File: src/pcmq_pkg.sv
// ----------------------------------------------------------------------------
// pcmq_pkg
// Shared types and codes for the pcm frame packer queue.
// ----------------------------------------------------------------------------
`timescale 1ns / 1ps

package pcmq_pkg;

    // request codes
    localparam logic [1:0] REQ_PUSH  = 2'd0;
    localparam logic [1:0] REQ_FLUSH = 2'd1;
    localparam logic [1:0] REQ_READ  = 2'd2;
    localparam logic [1:0] REQ_POP   = 2'd3;

    // status codes
    localparam logic [1:0] ST_OK       = 2'd0;
    localparam logic [1:0] ST_OVERFLOW = 2'd1;
    localparam logic [1:0] ST_EMPTY    = 2'd2;
    localparam logic [1:0] ST_RANGE    = 2'd3;

    // frame length after reset
    localparam logic [11:0] FRAME_LENGTH_RESET = 12'd1600;

    // command field widths, sized for the largest supported configuration
    localparam int CMD_ADDR_W = 23;
    localparam int CMD_SLOT_W = 11;
    localparam int CMD_CNT_W  = 13;

    // depth of the command queue between front and back
    localparam int CMDQ_DEPTH = 4;
    localparam int CMDQ_PTR_W = 2;

    // input item
    typedef struct packed {
        logic [1:0]         req_type;
        logic signed [15:0] sample;
        logic               silent;
        logic [11:0]        read_index;
    } req_item_t;

    // result item
    typedef struct packed {
        logic [1:0]         status;
        logic               frame_committed;
        logic [11:0]        front_length;
        logic signed [15:0] read_sample;
        logic [7:0]         queue_level;
        logic [11:0]        fill_level;
    } rsp_item_t;

    // classified request handed from front to back
    typedef struct packed {
        logic [1:0]            status;
        logic                  committed;
        logic [CMD_SLOT_W-1:0] level;
        logic [CMD_CNT_W-1:0]  fill;
        logic                  samp_we;
        logic [CMD_ADDR_W-1:0] samp_addr;
        logic [15:0]           samp_data;
        logic                  len_we;
        logic [CMD_SLOT_W-1:0] len_slot;
        logic [CMD_CNT_W-1:0]  len_data;
        logic                  is_read;
        logic [CMD_ADDR_W-1:0] rd_addr;
        logic [11:0]           rd_idx;
        logic                  rd_in_range;
        logic [CMD_SLOT_W-1:0] front_slot;
        logic                  front_valid;
    } cmd_t;

endpackage

File: src/pcmq_front.sv
// ----------------------------------------------------------------------------
// pcmq_front
// Accepts requests, keeps fill, level, pointers and overflow state, and turns
// each request into one command for the back end.
// ----------------------------------------------------------------------------
`timescale 1ns / 1ps

module pcmq_front #(
    parameter int SLOTS        = 128,
    parameter int SLOT_SAMPLES = 2400
) (
    input  logic                clk,
    input  logic                rst_n,
    input  logic                cfg_we,
    input  logic [11:0]         cfg_data,
    input  logic                req_valid,
    output logic                req_ready,
    input  pcmq_pkg::req_item_t req_item,
    output logic                cmd_push,
    output pcmq_pkg::cmd_t      cmd,
    input  logic                cmd_full
);

    // one spare physical slot holds the frame under assembly
    localparam int SLOT_W    = $clog2(SLOTS + 1);
    localparam int LVL_W     = $clog2(SLOTS + 1);
    localparam int CNT_W     = $clog2(SLOT_SAMPLES + 1);
    localparam int ADDR_W    = $clog2((SLOTS + 1) * SLOT_SAMPLES);
    localparam int LAST_BASE = SLOTS * SLOT_SAMPLES;

    logic [11:0]       flen_reg;
    logic [CNT_W-1:0]  fill_reg, fill_next;
    logic [LVL_W-1:0]  level_reg, level_next;
    logic              ovf_reg, ovf_next;
    logic [SLOT_W-1:0] wr_slot_reg, wr_slot_next;
    logic [SLOT_W-1:0] rd_slot_reg, rd_slot_next;
    logic [ADDR_W-1:0] wr_base_reg, wr_base_next;
    logic [ADDR_W-1:0] rd_base_reg, rd_base_next;

    logic              accept;
    logic [CNT_W-1:0]  target;
    logic [CNT_W-1:0]  fill_inc;
    logic [CNT_W-1:0]  commit_len;
    logic              commit_req;
    logic              ring_full;

    assign req_ready = !cmd_full;
    assign accept    = req_valid && req_ready;
    assign cmd_push  = accept;

    // frame length clamped to 1..SLOT_SAMPLES
    always_comb
    begin
        if (flen_reg == 12'd0)
        begin
            target = CNT_W'(1);
        end
        else if ({1'b0, flen_reg} > 13'(SLOT_SAMPLES))
        begin
            target = CNT_W'(SLOT_SAMPLES);
        end
        else
        begin
            target = CNT_W'(flen_reg);
        end
    end

    assign fill_inc  = (fill_reg < CNT_W'(SLOT_SAMPLES)) ? fill_reg + CNT_W'(1) : fill_reg;
    assign ring_full = (level_reg == LVL_W'(SLOTS));

    // request classification and next state
    always_comb
    begin
        fill_next    = fill_reg;
        level_next   = level_reg;
        ovf_next     = ovf_reg;
        wr_slot_next = wr_slot_reg;
        rd_slot_next = rd_slot_reg;
        wr_base_next = wr_base_reg;
        rd_base_next = rd_base_reg;
        commit_req   = 1'b0;
        commit_len   = fill_reg;
        cmd          = '0;
        cmd.status   = pcmq_pkg::ST_OK;

        unique case (req_item.req_type) inside
            pcmq_pkg::REQ_PUSH, pcmq_pkg::REQ_FLUSH:
            begin
                if (ovf_reg)
                begin
                    cmd.status = pcmq_pkg::ST_OVERFLOW;
                end
                else if (req_item.req_type == pcmq_pkg::REQ_PUSH)
                begin
                    if (fill_reg < CNT_W'(SLOT_SAMPLES))
                    begin
                        cmd.samp_we   = 1'b1;
                        cmd.samp_addr = pcmq_pkg::CMD_ADDR_W'(wr_base_reg
                                        + ADDR_W'(fill_reg));
                        cmd.samp_data = req_item.silent ? 16'd0 : req_item.sample;
                    end
                    fill_next = fill_inc;
                    if (fill_inc >= target)
                    begin
                        commit_req = 1'b1;
                        commit_len = fill_inc;
                    end
                end
                else if (fill_reg != '0)
                begin
                    commit_req = 1'b1;
                    commit_len = fill_reg;
                end
            end
            pcmq_pkg::REQ_READ, pcmq_pkg::REQ_POP:
            begin
                if (level_reg == '0)
                begin
                    cmd.status = pcmq_pkg::ST_EMPTY;
                end
                else if (req_item.req_type == pcmq_pkg::REQ_READ)
                begin
                    cmd.is_read     = 1'b1;
                    cmd.rd_idx      = req_item.read_index;
                    cmd.rd_in_range = ({1'b0, req_item.read_index} < 13'(SLOT_SAMPLES));
                    cmd.rd_addr     = cmd.rd_in_range
                                      ? pcmq_pkg::CMD_ADDR_W'(rd_base_reg
                                        + ADDR_W'(req_item.read_index))
                                      : pcmq_pkg::CMD_ADDR_W'(rd_base_reg);
                end
                else
                begin
                    level_next   = level_reg - LVL_W'(1);
                    rd_slot_next = (rd_slot_reg == SLOT_W'(SLOTS))
                                   ? '0 : rd_slot_reg + SLOT_W'(1);
                    rd_base_next = (rd_base_reg == ADDR_W'(LAST_BASE))
                                   ? '0 : rd_base_reg + ADDR_W'(SLOT_SAMPLES);
                end
            end
            default:
            begin
                cmd.status = pcmq_pkg::ST_OK;
            end
        endcase

        // commit of the assembled frame
        if (commit_req)
        begin
            fill_next = '0;
            if (ring_full)
            begin
                ovf_next   = 1'b1;
                cmd.status = pcmq_pkg::ST_OVERFLOW;
            end
            else
            begin
                cmd.committed = 1'b1;
                cmd.len_we    = 1'b1;
                cmd.len_slot  = pcmq_pkg::CMD_SLOT_W'(wr_slot_reg);
                cmd.len_data  = pcmq_pkg::CMD_CNT_W'(commit_len);
                level_next    = level_reg + LVL_W'(1);
                wr_slot_next  = (wr_slot_reg == SLOT_W'(SLOTS))
                                ? '0 : wr_slot_reg + SLOT_W'(1);
                wr_base_next  = (wr_base_reg == ADDR_W'(LAST_BASE))
                                ? '0 : wr_base_reg + ADDR_W'(SLOT_SAMPLES);
            end
        end

        cmd.level       = pcmq_pkg::CMD_SLOT_W'(level_next);
        cmd.fill        = pcmq_pkg::CMD_CNT_W'(fill_next);
        cmd.front_slot  = pcmq_pkg::CMD_SLOT_W'(rd_slot_next);
        cmd.front_valid = (level_next != '0);
    end

    // frame length register
    always_ff @(posedge clk or negedge rst_n)
    begin
        if (!rst_n)
        begin
            flen_reg <= pcmq_pkg::FRAME_LENGTH_RESET;
        end
        else if (cfg_we)
        begin
            flen_reg <= cfg_data;
        end
    end

    // counters and pointers
    always_ff @(posedge clk or negedge rst_n)
    begin
        if (!rst_n)
        begin
            fill_reg    <= '0;
            level_reg   <= '0;
            ovf_reg     <= 1'b0;
            wr_slot_reg <= '0;
            rd_slot_reg <= '0;
            wr_base_reg <= '0;
            rd_base_reg <= '0;
        end
        else if (accept)
        begin
            fill_reg    <= fill_next;
            level_reg   <= level_next;
            ovf_reg     <= ovf_next;
            wr_slot_reg <= wr_slot_next;
            rd_slot_reg <= rd_slot_next;
            wr_base_reg <= wr_base_next;
            rd_base_reg <= rd_base_next;
        end
    end

endmodule

File: config.mk
export PLATFORM = sky130hd
export DESIGN_NAME = pcmq_front
export DESIGN_NICKNAME = d
export VERILOG_FILES = /design/src/pcmq_pkg.sv /design/src/pcmq_front.sv
export SDC_FILE = /design/constraint.sdc
export NUM_CORES = 1
export LEC_CHECK = 0
export BUFFER_PORTS_ARGS = -buffer_cell sky130_fd_sc_hd__clkbuf_2
export CAP_MARGIN = 0
export CORE_MARGIN = 2
export CORE_UTILIZATION = 53
export DETAILED_ROUTE_END_ITERATION = 10
export GPL_TIMING_DRIVEN = 0
export PLACE_DENSITY = 0.78
export SLEW_MARGIN = 20
export SYNTH_ARGS = -nofsm -noshare
export SYNTH_HDL_FRONTEND = slang
export SYNTH_SLANG_ARGS = --single-unit
File: constraint.sdc
create_clock -name clk -period 5.55 [get_ports clk]
set_input_delay 1.11 -clock clk [delete_from_list [all_inputs] [get_ports clk]]
set_output_delay 1.11 -clock clk [all_outputs]
set_load 0.01 [all_outputs]
* Yosys cells after proc, flatten, opt, wreduce, memory -nomap -nowiden
Index checks and enable logic that the tools add are counted.
** Storage, ports and cells
- Input bits :: 48
- Register bits :: 87
- Output and inout port bits :: 143
- Logic and storage cells :: 89
** Cells by class
- Mux-type cells :: 45
- Reduce and logical (&&, ||, !) cells :: 12
- Bitwise gates (word level) :: 3
- Magnitude comparators :: 4
- Eq/ne operators :: 8
- Add/sub/neg operators :: 9
** Operators by type and width (count)
- $mux 40 :: 4
- $mux 12 :: 11
- $mux 37 :: 3
- $mux 8 :: 10
- $mux 25 :: 2
- $add 19x12->20 :: 2
- $add 19x12->19 const B :: 2
- $eq 19x19->1 const B :: 2
- $mux 19 :: 2
- $add 8x1->8 const B :: 3
- $eq 8x8->1 const B :: 3
- $lt 12x12->1 const B :: 2
- $mux 20 :: 1
- $mux 16 :: 1
- $add 12x1->12 const B :: 1
- $ge 12x12->1 :: 1
- $gt 12x12->1 const B :: 1
- $logic_not 12->1 :: 1
- $reduce_bool 12->1 :: 1
- $logic_not 8->1 :: 1
- $reduce_bool 8->1 :: 1
- $sub 8x1->8 const B :: 1
- $mux 1 :: 7
- $reduce_and 3->1 :: 2
- other kinds (11) :: 16

* Depth between registers and ports, before layout
- Depth after elaboration :: 10
- Depth in mapped cells :: 18

* Worst setup path after synthesis
Ideal clock, no wire load.
- Path type :: register to output
- From :: register fill_reg[5]
- To :: output port cmd[138] (netlist name)
- Stages on the path, launching flop included :: 18
- Data arrival time :: 3.899 ns
- Path buffers :: 4
- Path slack :: 0.541 ns
- Cell sequence :: dfrtp_1 buf_2 a21o_1 a211o_1 a211oi_2 nand3_1 nor2_1 xor2_1 ha_1 a21oi_1 o21ai_0 a2111oi_0 nor2_1 buf_4 nand2_1 clkbuf_1 inv_1 buf_4
** RTL lines
- start, declared :: RTL line pcmq_front.sv:32 : logic [CNT_W-1:0] fill_reg, fill_next;
- start signal, assigned :: RTL line pcmq_front.sv:203 : fill_reg <= fill_next;
- end, declared :: RTL line pcmq_front.sv:20 : output pcmq_pkg::cmd_t cmd,

==> impl_results.md <==
- HPWL after DPL: ~13 mm
- Crit-path slowest cell: dfrtp_1
- Most frequent CP cell: nand4_1
- Status: finished, final reports clean
- Pwr Density: ~280 mW/mm^2
- Residual DRC: 0
- Initial Utilization: 0.540
- CTS tree: built
- Max FO, Critical Path: 10
- Final Hold Fails: 0
- WP buf/inv: 3
- Hold Buf Count CTS: 0
- Final #Nets: 1114
- Metal2 WL: ~8.3 mm
- Worst slew margin: 0.366
- Critical path, cell by cell: buf_6 -> a21o_1 -> a211o_4 -> nand2_8 -> nand4_1 -> nor2_1 -> xor2_1 -> ha_1 -> nand2_1 -> nor2_2 -> o311ai_4 -> nor2_4 -> buf_2 -> a21oi_4 -> xnor2_2 -> nor4_2 -> nand4_1 -> clkbuf_2
- Uppermost layer routed: met4
- Top cells by area, synth: dfrtp_1, ha_1, nor2_1
- Placer congestion estimate: around 0.94
- Yosys top cell area share: 0.287
- Wirelength per Cell: 14.9 um
- Layout fillers: roughly 1000
- # setup viols final: 0
- Inserted Diodes: 0
- GR Util All Layers: 0.261
- Dpl cells: 1158
- Drt initial violations: between 400 and 500
- Max-slew violation total from the final report: 0
- Post-synth ARST share: 1.00
- Storage cell area: between 0.0015 and 0.002 mm^2
- Drt total wl: around 18 mm
- Die Height: 114 um
- Reg2reg setup slack: ~1.4 ns
- Netlist cell types: 65
- Clock Path Buffers: 2
- Drt via density: 5.53
- Max H-tree Level: 3
- Area Overhead vs Synth: 26.6%
- Core box area: ~0.012 mm^2
- Post-layout util: 0.684
- Cts bufs inserted: 9
- Die footprint: ~0.013 mm^2
- Minimum clock period after layout: between 5 and 6 ns
- Multi-input gate area: between 0.004 and 0.005 mm^2
- Worst-Margin Slew: between 0.9 and 1 ns
- Worst Path Required: 4.44 ns
- Post-synth EDFFs: 0
- Setup crit start kind: flip-flop
- Post-synth top cells: nor2_1, nand2_1, dfrtp_1, o21ai_0, and2_1
- Vias in the first global route: around 5600
- Cell taking the most area after synthesis: dfrtp_1
- Crit path largest cell delay: 0.40 ns
- Max cap viols: 0
- Io pins: 191
- Seq/Total Area, Yosys: 0.299
- Pwr Total: roughly 0.0023 W
- Share of layout cells above drive strength 1: 0.273
- Endpoint type of the worst setup path: primary output
- Count leader, synth: nor2_1
- Clock Sinks: 77
- Number of synthesized register bits: 77
- Die X-Extent: approximately 110 um
- Largest net degree at the start of global routing: 43
- Yosys warns: 0
- Maximum vdd drop: ~0.27 mV
- Post-synth top flop: dfrtp_1
- Clock slew at reported path FFs: 0.06 ns
- Leakage power: around 4 nW
- Tcrit/Tclk final: 0.963
- WL met1: between 7 and 8 mm
- Gate Count Post-Synth: 822
- Netlist Area Pre-Place: 0.00646 mm^2
- Global-route wire length before repair: between 20 and 30 mm
- Final Non-Filler Cells: approximately 1200
- Clock root buffer: clkbuf_16
- Crit-path leading delay family: simple AND/OR/NAND/NOR gates
- Worst Setup Path Type: flip-flop to primary output
- FMAX: ~190 MHz
- Drt first pass iters: 5
- IO Port Bufs: between 150 and 200
- Min Hold Slack: between 0.4 and 0.5 ns
- Initial antenna violation count: 0
- Setup_tns: 0 ns
- Hold Path Class: flip-flop to flip-flop
- Vias: 6529
- Total gr overflow: 0
- Met3 wire len: roughly 1.2 mm
- Mapped Avg Cell Area: a little under 8 um^2
- # rows: 40
- Skew-Pair Late Insertion Delay: around 0.35 ns
- Setup Skew: about 0.0075 ns
- Worst path arrival time: ~4.2 ns
- DRT antenna net count: 0
==> layout by cell type, fill, tap and decap left out, types with 4 or more instances in the layout <==
master / n
o31ai_1: 21
buf_2: 8
clkbuf_16: 9
o211ai_1: 4
clkbuf_1: 24
o21ai_0: 52
nand2_1: 86
nand3_1: 16
nor4b_1: 4
conb_1: 17
clkbuf_2: 176
xor2_1: 35
buf_6: 5
a21o_1: 11
a21oi_1: 33
ha_1: 37
nor3_1: 17
and3_1: 23
nand4_1: 12
buf_4: 25
or3_1: 17
a31oi_1: 4
nand2b_1: 8
dfrtp_1: 74
xnor2_1: 33
o21bai_1: 4
nor4_1: 5
and2_1: 39
nor2_1: 101
mux2i_1: 7
nor2b_1: 7
mux2_2: 13
inv_1: 33
==> final cells by class <==
| type | instances | share of cell area |
|---|---|---|
| sequential | 77 | 0.236 |
| clock buffer | 12 | 0.0314 |
| multi-input combinational | 665 | 0.528 |
| tap | 147 | 0.0225 |
| timing repair buffer | 181 | 0.116 |
| inverter | 35 | 0.0161 |
| buffer | 60 | 0.0418 |
| clock inverter | 4 | 0.00857 |
==> power breakdown <==
| part | leakage, nW | internal (W) | switching (W) |
|---|---|---|---|
| sequential | 0.995 | 0.000648 | 0.000110 |
| clock | 0.163 | 0.000417 | 0.000237 |
| combinational | 2.89 | 0.000391 | 0.000523 |
==> stage by stage <==
stage	setup slack, ns	instance area (um^2)
final	0.208	8180
after global routing	-0.00394	8180
after CTS	0.0140	7960
after detailed placement	-0.414	7590
after global placement	-0.306	7560
after floorplan	0.541	6520
==> timing repair <==
item | CTS | global route
resized for setup | 13 | 38
pin swaps | 1 | 14
buffers inserted | 1 | 6
cloned | 0 | 1
setup endpoints to repair | 43 | 41
==> worst reg2reg max path: stages (launching register included) <==
cell and delay [ns]:
dfrtp_1 0.40, buf_6 0.16, a21o_1 0.19, a211o_4 0.36, nand2_8 0.11, nand4_1 0.28, nor2_1 0.23, xor2_1 0.21
ha_1 0.27, nand2_1 0.14, nor2_2 0.09, o311ai_4 0.33, nor2_4 0.09, buf_4 0.14, nand3_1 0.34, clkbuf_1 0.39
nor3_1 0.11, xor2_1 0.15
==> path summary, 6_finish.rpt <==
check,startpoint,endpoint,cells past startpoint
max in group asynchronous,rst_n,flen_reg[6]$_DFFE_PN1P_,2
min,wr_slot_reg[7]$_DFFE_PN0P_,wr_slot_reg[7]$_DFFE_PN0P_,1
min reg2reg,wr_slot_reg[7]$_DFFE_PN0P_,wr_slot_reg[7]$_DFFE_PN0P_,1
min in group asynchronous,rst_n,rd_base_reg[16]$_DFFE_PN0P_,1
max reg2reg,fill_reg[5]$_DFFE_PN0P_,wr_base_reg[17]$_DFFE_PN0P_,17
max,fill_reg[5]$_DFFE_PN0P_,cmd[0],18
==> per-layer routing <==
layer,vias up,GRT usage
met5,-,0
met4,0,0.0756
met3,22,0.0519
met2,238,0.417
met1,3065,0.360
li1,3204,-
==> cell families (layout without fill, tap and decap cells) <==
| family | after synthesis | after routing | synth area share |
|---|---|---|---|
| and+or+nand+nor | 361 | 361 | 0.274 |
| AOI/OAI and AO/OA | 159 | 159 | 0.155 |
| buffers and inverters | 96 | 292 | 0.0701 |
| DFF | 77 | 77 | 0.299 |
| xor gates and xnor gates | 71 | 71 | 0.0963 |
| adders and majority gates | 37 | 37 | 0.0717 |
| muxes | 20 | 20 | 0.0335 |
| other | 1 | 17 | 0.000581 |
(Power assumes the default switching activity.)
