`config.mk`:
```
export PLATFORM = sky130hd
export DESIGN_NAME = pcmq_cmd_fifo
export DESIGN_NICKNAME = d
export VERILOG_FILES = /design/src/pcmq_pkg.sv /design/src/pcmq_cmd_fifo.sv
export SDC_FILE = /design/constraint.sdc
export NUM_CORES = 1
export LEC_CHECK = 0
export ABC_AREA = 1
export BUFFER_PORTS_ARGS = -buffer_cell sky130_fd_sc_hd__buf_2
export CAP_MARGIN = 10
export CORE_ASPECT_RATIO = 0.5
export CORE_MARGIN = 4
export CORE_UTILIZATION = 52
export CTS_CLUSTER_SIZE = 8
export DETAILED_ROUTE_END_ITERATION = 6
export PLACE_DENSITY = 0.76
export SYNTH_ARGS = -nofsm -noshare
export SYNTH_HDL_FRONTEND = slang
export SYNTH_SLANG_ARGS = --single-unit
```
`constraint.sdc`:
```
create_clock -name clk -period 4 [get_ports clk]
set_clock_uncertainty 0.15 [all_clocks]
set_input_delay 0.4 -clock clk [delete_from_list [all_inputs] [get_ports clk]]
set_output_delay 0.4 -clock clk [all_outputs]
set_load 0.02 [all_outputs]
```
`src/pcmq_pkg.sv`:
```
// ----------------------------------------------------------------------------
// pcmq_pkg
// Shared types and codes for the pcm frame packer queue.
// ----------------------------------------------------------------------------
`timescale 1ns / 1ps

package pcmq_pkg;

    // request codes
    localparam logic [1:0] REQ_PUSH  = 2'd0;
    localparam logic [1:0] REQ_FLUSH = 2'd1;
    localparam logic [1:0] REQ_READ  = 2'd2;
    localparam logic [1:0] REQ_POP   = 2'd3;

    // status codes
    localparam logic [1:0] ST_OK       = 2'd0;
    localparam logic [1:0] ST_OVERFLOW = 2'd1;
    localparam logic [1:0] ST_EMPTY    = 2'd2;
    localparam logic [1:0] ST_RANGE    = 2'd3;

    // frame length after reset
    localparam logic [11:0] FRAME_LENGTH_RESET = 12'd1600;

    // command field widths, sized for the largest supported configuration
    localparam int CMD_ADDR_W = 23;
    localparam int CMD_SLOT_W = 11;
    localparam int CMD_CNT_W  = 13;

    // depth of the command queue between front and back
    localparam int CMDQ_DEPTH = 4;
    localparam int CMDQ_PTR_W = 2;

    // input item
    typedef struct packed {
        logic [1:0]         req_type;
        logic signed [15:0] sample;
        logic               silent;
        logic [11:0]        read_index;
    } req_item_t;

    // result item
    typedef struct packed {
        logic [1:0]         status;
        logic               frame_committed;
        logic [11:0]        front_length;
        logic signed [15:0] read_sample;
        logic [7:0]         queue_level;
        logic [11:0]        fill_level;
    } rsp_item_t;

    // classified request handed from front to back
    typedef struct packed {
        logic [1:0]            status;
        logic                  committed;
        logic [CMD_SLOT_W-1:0] level;
        logic [CMD_CNT_W-1:0]  fill;
        logic                  samp_we;
        logic [CMD_ADDR_W-1:0] samp_addr;
        logic [15:0]           samp_data;
        logic                  len_we;
        logic [CMD_SLOT_W-1:0] len_slot;
        logic [CMD_CNT_W-1:0]  len_data;
        logic                  is_read;
        logic [CMD_ADDR_W-1:0] rd_addr;
        logic [11:0]           rd_idx;
        logic                  rd_in_range;
        logic [CMD_SLOT_W-1:0] front_slot;
        logic                  front_valid;
    } cmd_t;

endpackage

```
`src/pcmq_cmd_fifo.sv`:
```
// ----------------------------------------------------------------------------
// pcmq_cmd_fifo
// Short command queue that decouples the front end from the back end.
// ----------------------------------------------------------------------------
`timescale 1ns / 1ps

module pcmq_cmd_fifo (
    input  logic           clk,
    input  logic           rst_n,
    input  logic           push,
    input  pcmq_pkg::cmd_t push_data,
    output logic           full,
    input  logic           pop,
    output pcmq_pkg::cmd_t pop_data,
    output logic           not_empty
);

    localparam int CNT_W = pcmq_pkg::CMDQ_PTR_W + 1;

    pcmq_pkg::cmd_t                    entry_reg [pcmq_pkg::CMDQ_DEPTH];
    logic [pcmq_pkg::CMDQ_PTR_W-1:0]   wr_ptr_reg;
    logic [pcmq_pkg::CMDQ_PTR_W-1:0]   rd_ptr_reg;
    logic [CNT_W-1:0]                  count_reg, count_next;

    assign full      = (count_reg == CNT_W'(pcmq_pkg::CMDQ_DEPTH));
    assign not_empty = (count_reg != '0);
    assign pop_data  = entry_reg[rd_ptr_reg];

    // occupancy
    always_comb
    begin
        count_next = count_reg;
        if (push && !pop)
        begin
            count_next = count_reg + CNT_W'(1);
        end
        else if (pop && !push)
        begin
            count_next = count_reg - CNT_W'(1);
        end
    end

    // pointers
    always_ff @(posedge clk or negedge rst_n)
    begin
        if (!rst_n)
        begin
            wr_ptr_reg <= '0;
            rd_ptr_reg <= '0;
            count_reg  <= '0;
        end
        else
        begin
            if (push)
            begin
                wr_ptr_reg <= wr_ptr_reg + 1'b1;
            end
            if (pop)
            begin
                rd_ptr_reg <= rd_ptr_reg + 1'b1;
            end
            count_reg <= count_next;
        end
    end

    // storage
    always_ff @(posedge clk)
    begin
        if (push)
        begin
            entry_reg[wr_ptr_reg] <= push_data;
        end
    end

endmodule

```
# Word-level counts from Yosys, hierarchy flattened

Memory sizes are Yosys's and may differ from the RTL's.
Index checks and enable logic that the tools add are counted.

Register bits after elaboration: 7
Latch bits: 0
RAM bits: 564
Bits in read-only memories: 0
Input bits: 145
Word-level logic and storage cells: 19
Memories: 1

Memories:

| name      | depth | bits a word | read ports | clocked after Yosys merged registers in | write ports | RTL line            | source |
|---|---|---|---|---|---|---|---|
| entry_reg | 4     | 141         | 1          | 0                                       | 1           | pcmq_cmd_fifo.sv:20 | `pcmq_pkg::cmd_t entry_reg [pcmq_pkg::CMDQ_DEPTH];` |

Add/subtract/negate cells: 4
$mul: 0
Divide/modulo/power cells: 0
$lt $le $gt $ge: 0
Eq/ne operators: 1
Shift-type cells: 0
Mux-type cells: 4
Bitwise logic cells: 0
Reduce and logical (&&, ||, !) cells: 6

Operator list:

| operator                                                           | number |
|---|---|
| 3-bit two-way mux                                                  | 2 |
| 2-bit by 1-bit adder with 2-bit output, second input constant      | 2 |
| 3-bit by 1-bit adder with 3-bit output, second input constant      | 1 |
| 3-bit == test, second input constant                               | 1 |
| 3-bit nonzero test                                                 | 1 |
| 3-bit by 1-bit subtractor with 3-bit output, second input constant | 1 |
| 1-bit logical AND                                                  | 2 |
| 1-bit logical NOT                                                  | 2 |
| 1-bit two-way mux                                                  | 2 |
| 2-bit nonzero test                                                 | 1 |

# Logic depth before layout (Yosys ltp)

Gate-level depths: netlist of run 1.

Depth after elaboration: 4
Mapped depth: 9
Depth with buffers taken out: 9

# Least setup slack after synthesis of run 1

No wires, ideal clock.

Path type: in2reg
Start: in push
End: mem entry_reg[0][0] (netlist name), enable pin
Data arrival time: 3.425 ns
Required time: 3.356 ns
Slack: -0.069 ns
Stages on the path: 3
Path buffers: 1
Cell sequence: clkbuf_1 > nand2_1 > inv_1

Cells in the longest elaborated chain, start to end: 2

RTL lines:

| element                                 | RTL line            | source |
|---|---|---|
| start: declaration                      | pcmq_cmd_fifo.sv:10 | `input logic push,` |
| 1-bit two-way mux                       | pcmq_cmd_fifo.sv:69 | `if (push)` |
| 1-bit two-way mux (implied by the code) | pcmq_cmd_fifo.sv:71 | `entry_reg[wr_ptr_reg] <= push_data;` |
| end: declaration                        | pcmq_cmd_fifo.sv:20 |  |

No other way between the ends.

==> impl_results.md, run 1 <==
* Worst slack at placement at 1.435 ns
* Max_slew headroom at 39.02%
* Worst Path Class, Setup: flop to primary output
* Post-detailed-route wirelength per cell at 18.19 um
* Max Fclk at 328.3 MHz
* Sequential share of power at 37.6%
* Data arrival at the endpoint of the critical path at 2.50 ns
* Post-route antenna net violation count at 0
* DRC violation count after routing at 0
* Total number of yosys warnings at 0
* Clock tree sinks at 571
* Clock slew at reported path FFs at 0.05 ns
* Core Region at 43580 sq um
* Crit start category: flop
* Cell family with the largest share of critical-path delay: buffers and inverters
* Number of cells produced by synthesis at 1694
* Width of the die at 305.3 um
* Die height at 156.6 um
* Share of the clock period used by the worst path after layout at 76.16%
* Number of ports placed on the die boundary at 288
* Combinational Power Share at 35.2%
* Number of buffers and inverters on the critical path at 3
* Total setup buffers inserted after CTS at 0
* Final setup TNS at 0 ns
* Area added between synthesis and finish at 23.02%
* Number of unique standard cell types used by synthesis at 19
* Sequential element share of the synthesized area at 74.48%
* Number of flip-flops in the largest register at 564
* GR Util All Layers at 20.58%
* Total number of H-tree levels at 3
* Slowest cell on the critical path: dfrtp_4
* Number of max-cap violations at 0
* Register bit total from synthesis at 571
* Wire length reported by the detailed router at 49910 um
* Clock power frac at 27.2%
* Synth Area per Inst at 13.56 sq um
* Via count normalized by instance count at 5.219
* Hold violation count in the final report at 0
* Ratio of cells with drive above 1 in the final layout at 18.87%
* Yosys top cell area share at 73.72%
* Number of antenna violations at the first check in global routing at 1
* Initial core utilization at 52.72%
* Largest net degree at the start of global routing at 142
* First-pass GRT wire length at 77340 um
* Worst Max-Slew Pin Slew at 0.9128 ns
* Number of global-route vias before repair at 14710
* Peak ir drop on the vdd network at 0.5502 mV
* Number of buffers added on ports at 287
* Post-synth ARST share at 1.226%
* Via count at 14320
* Final net count at 2290
* Worst-case setup margin in the final layout at 0.9537 ns
* EDFF count, synth at 564
* Total CTS buffers at 81
* Netlist Area Pre-Place at 22970 sq um
* Cell row count at 54
* CTS tree: built
* Sequence of cells on the critical path: buf_12 -> buf_4 -> nand2_1 -> o211ai_1 -> nand2_1 -> buf_2
* Global route overflow at 0
* CP max FO at 67
* Main synth FF type: edfxtp_1
* Min cycle time layout at 3.046 ns
* Cell Pwr Density at 769.9 nW/um^2
* Final RePlAce weighted congestion at 0.7791
* Worst hold path class: primary input to asynchronous set/reset pin
* Final setup vio count at 0
* Peak per-stage delay on the critical path at 0.69 ns
* Cell with the most instances after synthesis: edfxtp_1
* Max Buffers Root-to-Sink at 3
* Nature of the critical path endpoint: primary output
* Most numerous cell on the critical path: nand2_1
* Cell types with the highest counts after synthesis: edfxtp_1 (564), nand2_1 (437), inv_1 (293)
* P_leak at 11.33 nW
* Clock latency reported for the late side of the worst-skew pair at 0.58 ns
* Run status: finished clean
* Final HPWL from detailed placement at 27250 um
* Largest area contributor in the netlist: edfxtp_1
* Root cell of the clock tree: clkbuf_16
* Sw Pwr at 7.957 mW
* Cell-internal power at 13.80 mW
* Die footprint at 47810 sq um
* Number of pins exceeding their max-slew limit in the final report at 0
* Switching Share at 36.57%
* DRT Pass-1 Iters at 6
* Unrepaired setup endpoints after global routing: false
* Synth top area cells: edfxtp_1 (74%), o211ai_1 (9.2%), nand2_1 (7.1%), inv_1 (4.8%), buf_6 (2.8%)
* Number of DRC markers after the initial detailed-route iteration at 1045
* Worst Path Required at 3.45 ns
* Net count after synthesis at 1845
logic make-up (layout without fill, tap and decap cells):
logic type	after synthesis	after routing	synth area share, %
AOI/OAI and AO/OA	283	283	9.237
buffers and inverters	389	847	8.540
xor gates and xnor gates	4	4	0.1525
adders and majority gates	6	6	0.3595
DFF	571	571	74.48
other	0	4	0
and+or+nand+nor	441	441	7.227
cells in the final DEF, fill, tap and decap left out:
| cell | instances |
|---|---|
| xor2_1 | 3 |
| ha_1 | 5 |
| diode_2 | 4 |
| nand4_1 | 1 |
| inv_1 | 289 |
| clkinvlp_4 | 4 |
| clkbuf_1 | 10 |
| xnor2_1 | 1 |
| inv_4 | 1 |
| nor2_1 | 1 |
| nand2_1 | 437 |
| buf_4 | 14 |
| clkinv_8 | 2 |
| dlygate4sd3_1 | 144 |
| o211ai_1 | 282 |
| edfxtp_1 | 564 |
| o21ai_1 | 1 |
| buf_2 | 287 |
| clkinv_2 | 1 |
| buf_12 | 12 |
| nor3_1 | 1 |
| clkbuf_16 | 83 |
| fa_1 | 1 |
| dfrtp_1 | 5 |
| dfrtp_4 | 2 |
| nand3_1 | 1 |
layout make-up:
type | count | area, sq um
Tap cell | 588 | 735.7
Sequential cell | 571 | 17120
Clock buffer | 93 | 2115
Fill cell | 2908 | 15320
Antenna cell | 4 | 10.01
Clock inverter | 3 | 37.54
Multi-Input combinational cell | 734 | 3900
Timing Repair Buffer | 457 | 3223
Inverter | 294 | 1121
repair_timing:
| action | CTS | global route |
|---|---|---|
| resized for setup | 0 | 0 |
| endpoints found under the hold margin | 575 | 0 |
| hold buffers | 144 | 0 |
worst paths after layout:
path | from | endpoint | slack, ns | cells after the start
min in group clk | count_reg[2] | count_reg[2] | 0.34 | 2
min | rst_n | wr_ptr_reg[1] | 0.06 | 2
max | rd_ptr_reg[0] | pop_data[73] | 0.95 | 6
max in group asynchronous | rst_n | rd_ptr_reg[1] | 3.45 | 2
min reg2reg | count_reg[2] | count_reg[2] | 0.34 | 2
max reg2reg | wr_ptr_reg[1] | entry_reg[1][64] | 1.44 | 5
power by group through the flow:
stage	logic (mW)	registers, mW	clock network (mW)
finish	7.67	8.17	5.92
global placement	7.42	8.21	0
floorplan	5.54	8.21	0
global route	8.33	8.25	6.32
detailed placement	7.56	8.26	0
CTS	7.71	8.16	6.00
through the flow:
step	power (mW)	util [%]	hold slack, ns	cell area [sq um]	cells
after floorplan	13.76	-	-0.04559	22990	1694
after global placement	15.64	56.58	0.09098	24660	2500
after detailed placement	15.82	56.58	0.09822	24660	2500
after CTS	21.87	64.83	0.05448	28250	2740
after global routing	22.89	64.83	0.06414	28250	2741
final	21.76	64.85	0.06069	28260	2744
metal layers:
layer	GRT usage [%]	vias up	wire length (um)
met2	38.81	463	27000
met1	23.16	6962	18750
met5	0	-	0
li1	-	6771	-
met4	9.271	0	1900
met3	3.543	124	2253
No activity file was read; power rests on OpenSTA's default activity.
==> run 2: changes to the inputs <==
==> constraint.sdc (replaced) <==
create_clock -name clk -period 2.6 [get_ports clk]
set_clock_uncertainty 0.15 [all_clocks]
set_input_delay 0.26 -clock clk [delete_from_list [all_inputs] [get_ports clk]]
set_output_delay 0.26 -clock clk [all_outputs]
set_load 0.02 [all_outputs]
==> impl_results.md, run 2 (same netlist as run 1, synthesis figures left out) <==
* Cell row count at 54 (unchanged)
* Number of DRC markers after the initial detailed-route iteration at 954 (-8.7%)
* Final RePlAce weighted congestion at 0.7558 (-3.0%)
* Largest net degree at the start of global routing at 105 (-26%)
* Final HPWL from detailed placement at 29640 um (+8.8%)
* Fillers at 2835 (-2.5%)
* Total number of H-tree levels at 3 (unchanged)
* Worst setup slack for register-to-register paths at 0.55 ns (-0.89 ns)
* Final net count at 2319 (+1.3%)
* Worst hold stages at 2
* Data arrival at the endpoint of the critical path at 2.16 ns (-0.34 ns)
* Peak ir drop on the vdd network at 0.7382 mV (+34%)
* Unrepaired setup endpoints after global routing: true
* Clock latency reported for the late side of the worst-skew pair at 0.57 ns (about the same)
* Core Region at 43580 sq um (unchanged)
* Share of the clock period used by the worst path after layout at 98.78%
* Hold violation count in the final report at 0 (unchanged)
* Clock slew at reported path FFs at 0.05 ns (about the same)
* Beginning of the worst hold path: push_data[26]
* Worst Path Class, Setup: flop to primary output
* Die footprint at 47810 sq um (unchanged)
* CTS tree: built
* Crit start category: flop
* Number of max-cap violations at 0 (unchanged)
* First-pass GRT wire length at 79710 um (+3.1%)
* Number of ports placed on the die boundary at 288 (unchanged)
* Post-route antenna net violation count at 0 (unchanged)
* Worst R2R Path Depth at 5 (unchanged)
* Final core occ at 65.76% (+0.91 points)
* Critical register-to-register path endpoint: entry_reg[2][47]
* Cell Pwr Density at 1191 nW/um^2 (+55%)
* Number of pins exceeding their max-slew limit in the final report at 0 (unchanged)
* Final-layout worst hold slack at 0.2718 ns (+0.2111 ns)
* Number of antenna violations at the first check in global routing at 1 (unchanged)
* Sequence of cells on the critical path: buf_16 -> buf_12 -> o211ai_1 -> nand2_1 -> buf_2
* Final setup vio count at 0 (unchanged)
* Max_slew headroom at 60.72% (+22 points)
* Max Buffers Root-to-Sink at 3 (unchanged)
* DRC violation count after routing at 0 (unchanged)
* Placed inst area at 25000 sq um (+1.4%)
* Number of buffers and inverters on the critical path at 3 (unchanged)
* Initial core utilization at 52.72% (unchanged)
* CP max FO at 47 (-30%)
* Most frequent cells in the layout: edfxtp_1 (564), nand2_1 (433), inv_1 (288), buf_2 (287), o211ai_1 (282)
* Worst slack at placement at 0.5550 ns (-0.8796 ns)
* GR Util All Layers at 21.33% (+0.75 points)
* Post-detailed-route wirelength per cell at 18.51 um (+1.8%)
* Slowest cell on the critical path: dfrtp_4
* Worst hold path class: primary input to flop
* Area added between synthesis and finish at 24.75%
* Worst Max-Slew Pin Slew at 0.5891 ns (-0.3237 ns)
* Number of buffers added on ports at 287 (unchanged)
* Total CTS buffers at 81 (unchanged)
* Root cell of the clock tree: clkbuf_16
* Number of global-route vias before repair at 15070 (+2.5%)
* Ratio of cells with drive above 1 in the final layout at 20.42% (+1.6 points)
* P_leak at 11.52 nW (+1.7%)
* Worst-case setup margin in the final layout at 0.03181 ns (-0.9219 ns)
* Width of the die at 305.3 um (unchanged)
* Min cycle time layout at 2.568 ns
* Wire length reported by the detailed router at 51300 um (+2.8%)
* Start of the worst register-to-register path: wr_ptr_reg[0]
* Placed Cells incl. Taps at 2526 (+1.0%)
* Via count normalized by instance count at 5.227 (+0.17%)
* Via count at 14490 (+1.2%)
* Total non-filler cell area in the finished layout at 28660 sq um (+1.4%)
* Number of flip-flops in the largest register at 564 (unchanged)
* Peak per-stage delay on the critical path at 0.57 ns (-0.12 ns)
* DRT Pass-1 Iters at 5 (-1)
* Global route overflow at 0 (unchanged)
* Leading cell type in the layout, fill and taps excluded: edfxtp_1
* Count of non-filler cells in the finished layout at 2771 (+0.98%)
* Clock tree sinks at 571 (unchanged)
* Die height at 156.6 um (unchanged)
* WHS Endpoint: entry_reg[3][26]
* Cell family with the largest share of critical-path delay: buffers and inverters
* Run status: finished clean
* Worst Path Required at 2.19 ns (-1.26 ns)
* Max Fclk at 389.4 MHz
* Nature of the critical path endpoint: primary output
run 2: layout make-up:
cell class / instances / area, sq um / share of cell area, %
clock buffer: 91 / 2150 / 7.501
clock inverter: 3 / 25.02 / 0.08732
multi-input combinational: 734 / 3920 / 13.68
antenna: 4 / 10.01 / 0.03493
inverter: 294 / 1124 / 3.921
sequential: 571 / 17120 / 59.73
timing repair buffer: 486 / 3576 / 12.48
tap: 588 / 735.7 / 2.567
run 2: how the worst max path moves through the flow:
stage	startpoint	endpoint	slack (ns)	cells past startpoint
3_3_place_gp	wr_ptr_reg[0]	entry_reg[2][58]	0.53	5
5_1_grt	rd_ptr_reg[0]	pop_data[50]	-0.004	6
4_1_cts	rd_ptr_reg[0]	pop_data[47]	0.01	6
6_report	rd_ptr_reg[0]	pop_data[50]	0.03	5
2_1_floorplan	wr_ptr_reg[0]	entry_reg[0][0]	-0.71	4
3_5_place_dp	wr_ptr_reg[0]	entry_reg[2][58]	0.55	5
run 2: where the power goes:
part	leakage (nW)	total [mW]	switching [mW]	internal, mW
Combinational	5.19	12.4	8.50	3.89
Clock	1.06	9.23	3.51	5.72
Sequential	5.26	12.5	0.454	12.1
run 2: timing repair:
action                     in CTS  in global routing
hold endpoints to repair      576                  0
hold buffers                  145                  0
setup endpoints to repair      40                 39
resized for setup               1                  1
setup buffers                   1                  1
run 2: per-layer routing:
layer | wire, um | vias to the layer above | GRT usage [%]
met1 | 18960 | 7055 | 23.95
met3 | 2058 | 149 | 3.625
met2 | 28100 | 424 | 40.11
met4 | 2179 | 0 | 10.07
li1 | - | 6857 | -
met5 | 0 | - | 0
run 2: through the flow:
| step | setup TNS, ns | total power, mW |
|---|---|---|
| global placement | 0 | 24.47 |
| floorplan | -394.04 | 21.19 |
| detailed placement | 0 | 24.77 |
| CTS | 0 | 34.22 |
| global route | -0.003518 | 35.84 |
| finish | 0 | 34.13 |
